### config.mk
export PLATFORM = sky130hd
export DESIGN_NAME = rgrst_goal_mem
export DESIGN_NICKNAME = d
export VERILOG_FILES = /design/src/design/assert_macros.svh /design/src/design/rgrst_pkg.sv /design/src/design/rgrst_goal_mem.sv
export SDC_FILE = /design/constraint.sdc
export NUM_CORES = 2
export LEC_CHECK = 0
export BUFFER_PORTS_ARGS = -buffer_cell sky130_fd_sc_hd__buf_2
export CORE_UTILIZATION = 40
export DETAILED_ROUTE_END_ITERATION = 16
export GPL_TIMING_DRIVEN = 0
export PLACE_DENSITY = 0.62
export SETUP_SLACK_MARGIN = 0.5
export SKIP_CTS_REPAIR_TIMING = 1
export SLEW_MARGIN = 0
export SYNTH_ARGS = -nofsm -noshare
export SYNTH_HDL_FRONTEND = slang
export SYNTH_SLANG_ARGS = --single-unit
### constraint.sdc
create_clock -name clock -period 4.1 [get_ports clock]
set_clock_uncertainty 0.15 [all_clocks]
set_input_delay 0.205 -clock clock [delete_from_list [all_inputs] [get_ports clock]]
set_output_delay 0.205 -clock clock [all_outputs]
set_load 0.01 [all_outputs]
### src/design/assert_macros.svh
// assertion helpers used by the top design file
`ifndef ASSERT_MACROS_SVH
`define ASSERT_MACROS_SVH

// property must hold at every clock unless reset
`define ASSERT_CLK(label, clk, rst, prop, msg) \
   label: assert property (@(posedge clk) disable iff (rst) (prop)) else $error(msg);

// property checked during reset too
`define ASSERT_ALWAYS(label, clk, prop, msg) \
   label: assert property (@(posedge clk) (prop)) else $error(msg);

`endif

### src/design/rgrst_pkg.sv
// ----------------------------------------------------------------------------
// rgrst_pkg
// shared widths, codes and types of the goal rule set table
// ----------------------------------------------------------------------------
package rgrst_pkg;

   localparam int GoalCount  = 64;
   localparam int RuleCount  = 64;
   localparam int TrailDepth = 1024;
   localparam int FrameDepth = 32;

   localparam int GoalW  = 6;
   localparam int RuleW  = 6;
   localparam int TrailW = $clog2(TrailDepth);
   localparam int CountW = TrailW + 1;
   localparam int FrameW = $clog2(FrameDepth);
   localparam int FDepW  = FrameW + 1;
   localparam int SetW   = 64;
   localparam int ActW   = 2 + GoalW + RuleW;

   typedef enum logic [2:0] {
      MODE_GET    = 3'd0,
      MODE_ADD    = 3'd1,
      MODE_LINK   = 3'd2,
      MODE_UNLINK = 3'd3,
      MODE_REMOVE = 3'd4,
      MODE_PUSH   = 3'd5,
      MODE_POP    = 3'd6,
      MODE_NONE   = 3'd7
   } mode_type;

   typedef enum logic [1:0] {
      KIND_ADD    = 2'd0,
      KIND_LINK   = 2'd1,
      KIND_UNLINK = 2'd2,
      KIND_REMOVE = 2'd3
   } kind_type;

   localparam logic [2:0] ST_OK      = 3'd0;
   localparam logic [2:0] ST_ABSENT  = 3'd1;
   localparam logic [2:0] ST_PRESENT = 3'd2;
   localparam logic [2:0] ST_FULL    = 3'd3;
   localparam logic [2:0] ST_FRAME   = 3'd4;

   // one trail write request
   typedef struct packed {
      logic              we;
      logic [TrailW-1:0] addr;
      logic [ActW-1:0]   action;
      logic [SetW-1:0]   saved;
   } trail_wr_type;

endpackage

### src/design/rgrst_goal_mem.sv
// ----------------------------------------------------------------------------
// rgrst_goal_mem
// goal table: rule sets in a synchronous ram, present bits in flops
// ----------------------------------------------------------------------------
module rgrst_goal_mem
   import rgrst_pkg::*;
(
   input  logic             clock,
   input  logic             reset,
   input  logic [GoalW-1:0] rd_goal,
   output logic [SetW-1:0]  rd_set,
   output logic             rd_present,
   input  logic             wr_en,
   input  logic [GoalW-1:0] wr_goal,
   input  logic [SetW-1:0]  wr_set,
   input  logic             pres_en,
   input  logic             pres_val
);
   logic [SetW-1:0]      rules_mem [GoalCount];
   logic [GoalCount-1:0] present_ff;
   logic [SetW-1:0]      rd_set_ff;
   logic                 rd_pres_ff;

   always_ff @(posedge clock) begin
      if (wr_en) rules_mem[wr_goal] <= wr_set;
      rd_set_ff  <= rules_mem[rd_goal];
      rd_pres_ff <= present_ff[rd_goal];
   end

   always_ff @(posedge clock) begin
      if (reset) begin
         present_ff <= '0;
      end else if (pres_en) begin
         present_ff[wr_goal] <= pres_val;
      end
   end

   assign rd_set     = rd_set_ff;
   assign rd_present = rd_pres_ff;
endmodule

==> metrics.md <==
| Metric | Value |
|---|---|
| LEAKAGE | `about 58 nW` |
| Slew margin rel. | `-1.48%` |
| Critical-path cell list | `buf_2, buf_4, buf_2, buf_1, mux4_2, a22oi_1, nand3_1, o211a_1` |
| Syn Nets | `between 6000 and 7000` |
| Area contributors post-synth | `edfxtp_1, mux4_2, dfxtp_1, a22oi_1, mux2i_1` |
| Starting Density | `40.2%` |
| Clock tree from TritonCTS | `yes` |
| Seq pwr share | `52.5%` |
| Synth warn | `0` |
| Final WS setup | `around 340 ps` |
| Largest stage delay on the critical path | `approximately 840 ps` |
| Sequential area share after synthesis | `a little under 80%` |
| Final RePlAce weighted congestion | `around 0.85` |
| Comb power frac | `between 5 and 6%` |
| Worst hold slack | `-40.7 ps` |
| First drt pass iteration count | `8` |
| MaxCap Viol Count | `2` |
| Final WL | `around 500000 um` |
| Clock tree buffer depth | `4` |
| Clock sink count | `around 4200` |
| Critical path data arrival time | `4400 ps` |
| Area share of the largest cell type after synthesis | `between 70 and 80%` |
| Post-Place Setup Slack | `-1290 ps` |
| Share of cells above drive strength 1 | `28.8%` |
| Hold Crit Class | `in2reg` |
| Min Tclk post-route | `about 3800 ps` |
| First-pass GRT wire length | `approximately 670000 um` |
| Clock Power Share | `a little over two fifths` |
| Tightest Pin Transition | `around 1500 ps` |
| Max Clock Freq | `about 0.27 GHz` |
| Gr usage total | `approximately 24%` |
| DRC | `0` |
| Vias in the first global route | `slightly above 80000` |
| Vias/cell | `just over 6` |
| CTS buffer count | `426` |
| Nets | `roughly 7800` |
| Row cnt | `around 230` |
| Antenna violations before repair | `72` |
| Final Hold Fails | `17` |
| DIE AREA | `400000 um2` |
| Unique cell type count in the Yosys netlist | `34` |
| Final ANT Viol Nets | `0` |
| Synthesized area per cell | `approximately 23 um2` |
| Most used DFF post-synth | `edfxtp_1` |
| Initial DRC Count | `approximately 13000` |
| Yosys reg bits | `4225` |
| Most used cell, CP | `buf_2` |
| Post-Place Cells | `between 10000 and 15000` |
| RSZ-0062 raised after global routing | `no` |
| Root Driver | `clkbuf_16` |
| HPWL after DPL | `roughly 340000 um` |
| Most area-hungry cell type in the Yosys netlist | `edfxtp_1` |
| Setup violators final | `0` |
| DR WL/cell | `37.1 um` |
| Failing checks | `negative hold slack, max-capacitance violations, max-slew violations` |
| Crit-path slowest cell | `buf_1` |
| Layout fillers | `between 30000 and 40000` |
| PwrDens | `489 nW/um2` |
| Top Ports | `about 150` |
| Synth cell count leaders | `edfxtp_1, mux4_2, a22oi_1` |
| Pin count of the biggest net entering global routing | `65` |
| Non-Filler Instances | `13400` |
| EDFF count, synth | `just over 4000` |
| Vias | `between 80000 and 90000` |
| H-tree levels | `5` |
| Netlist Area Pre-Place | `~160000 um2` |
| Total Power | `between 0.09 and 0.1 W` |
| Status | `complete, but fails checks` |
| Final Slew Violations | `58` |
| Die Y | `roughly 630 um` |
| Area growth syn-to-layout | `17.3%` |
| Maximum VDD drop | `0.372 mV` |
| Switching power total | `around 0.020 W` |
| Crit path kind | `in2reg` |
| Internal | `0.0708 W` |
| Clock Latency Late Sink | `a little over 1000 ps` |
| Clk slew on worst S/H paths | `roughly 60 ps` |
| Die X | `roughly 630 um` |
| Synthesized netlist cell count | `6856` |
| Grt total ovfl | `0` |
| Worst setup SP type | `primary input` |
| Final period utilization | `91.7%` |
| Sw Ratio | `approximately 22%` |
| Core area | `around 400000 um2` |
| Crit-path max FO | `11` |
| I/O Buffers | `139` |
| Worst path required time | `roughly 4700 ps` |
| Async S/R FF share, synth | `0%` |
| Setup crit end kind | `flip-flop` |
| Most numerous cell in the Yosys netlist | `edfxtp_1` |
==> routing by layer <==
metal  wire, um  GRT usage, %  up-vias
met3      58400          6.93     1119
met2     242000          40.4     5459
met1     175000          30.4    44100
met4      21900          9.87       26
li1           -             -    31500
met5        156             0        -
==> worst max-delay path: cells and delay by family <==
family / cells / cell delay (ps)
compound gates: 2 / 930
buf+inv: 4 / 2410
simple gates: 1 / 390
mux: 1 / 410
==> metrics by stage <==
stage | util, % | instance area (um2) | setup TNS [ps]
3_5_place_dp | 43.4 | 172000 | -42060
3_3_place_gp | 42.0 | 166000 | -
4_1_cts | 46.9 | 186000 | -852
2_1_floorplan | - | 159000 | -839800
5_1_grt | 47.1 | 187000 | 0
6_report | 47.2 | 187000 | 0
==> layout make-up <==
cell class / count / area, um2 / area share [%]
Buffer: 414 / 2070 / 1.11
Clock buffer: 535 / 11200 / 5.99
Antenna cell: 74 / 185 / 0.0992
Inverter: 2 / 7.51 / 0.00402
Multi-Input combinational cell: 2215 / 31900 / 17.1
Sequential cell: 4225 / 126000 / 67.3
Tap cell: 5242 / 6560 / 3.52
Clock inverter: 252 / 2510 / 1.35
Timing Repair Buffer: 451 / 6620 / 3.55
==> worst paths after layout <==
path                                         from                end  slack [ps]  depth (start not counted)
worst max-delay path                   rd_goal[1]          rd_set[3]         340                          8
worst min-delay path                   wr_set[43]  rules_mem[32][43]         -40                          1
worst max register to register  rules_mem[42][49]         rd_set[49]        1530                          4
worst min register to register     present_ff[22]     present_ff[22]         340                          2
==> cell usage in the layout, fill, tap and decap left out, types with 58 or more instances in the layout <==
cell type,n
edfxtp_1,4096
mux4_2,1040
clkbuf_16,429
buf_2,306
a22oi_1,260
clkbuf_1,250
buf_12,176
nand3_1,171
dfxtp_1,129
mux2i_1,116
o22ai_1,100
clkinv_1,93
clkinv_2,77
dlygate4sd3_1,76
diode_2,74
a21oi_1,70
nor2_1,68
o221ai_1,65
o211a_1,65
nor2_4,64
a211oi_1,60
buf_16,58
==> power by group through the flow <==
stage	sequential (W)	clock, W	combinational, W
5_1_grt	0.0478	0.0402	0.00509
4_1_cts	0.0478	0.0387	0.00483
2_1_floorplan	0.0488	0	0.00224
3_5_place_dp	0.0487	0	0.00482
3_3_place_gp	0.0488	0	0.00462
6_report	0.0478	0.0384	0.00493
==> cells by family after synthesis <==
logic type / count (synthesis) / share of synthesized area, %
AO/OA/AOI/OAI: 669 / 3.06
buffers and inverters: 416 / 1.29
flip-flops: 4225 / 79.0
multiplexers: 1156 / 15.5
AND/OR/NAND/NOR: 390 / 1.22
==> flip-flops by register name (all words and copies together), names as in the netlist <==
name,flops
rules_mem,4096
present_ff,64
rd_set,64
rd_present,1
Power figures use the tool's default switching activity.
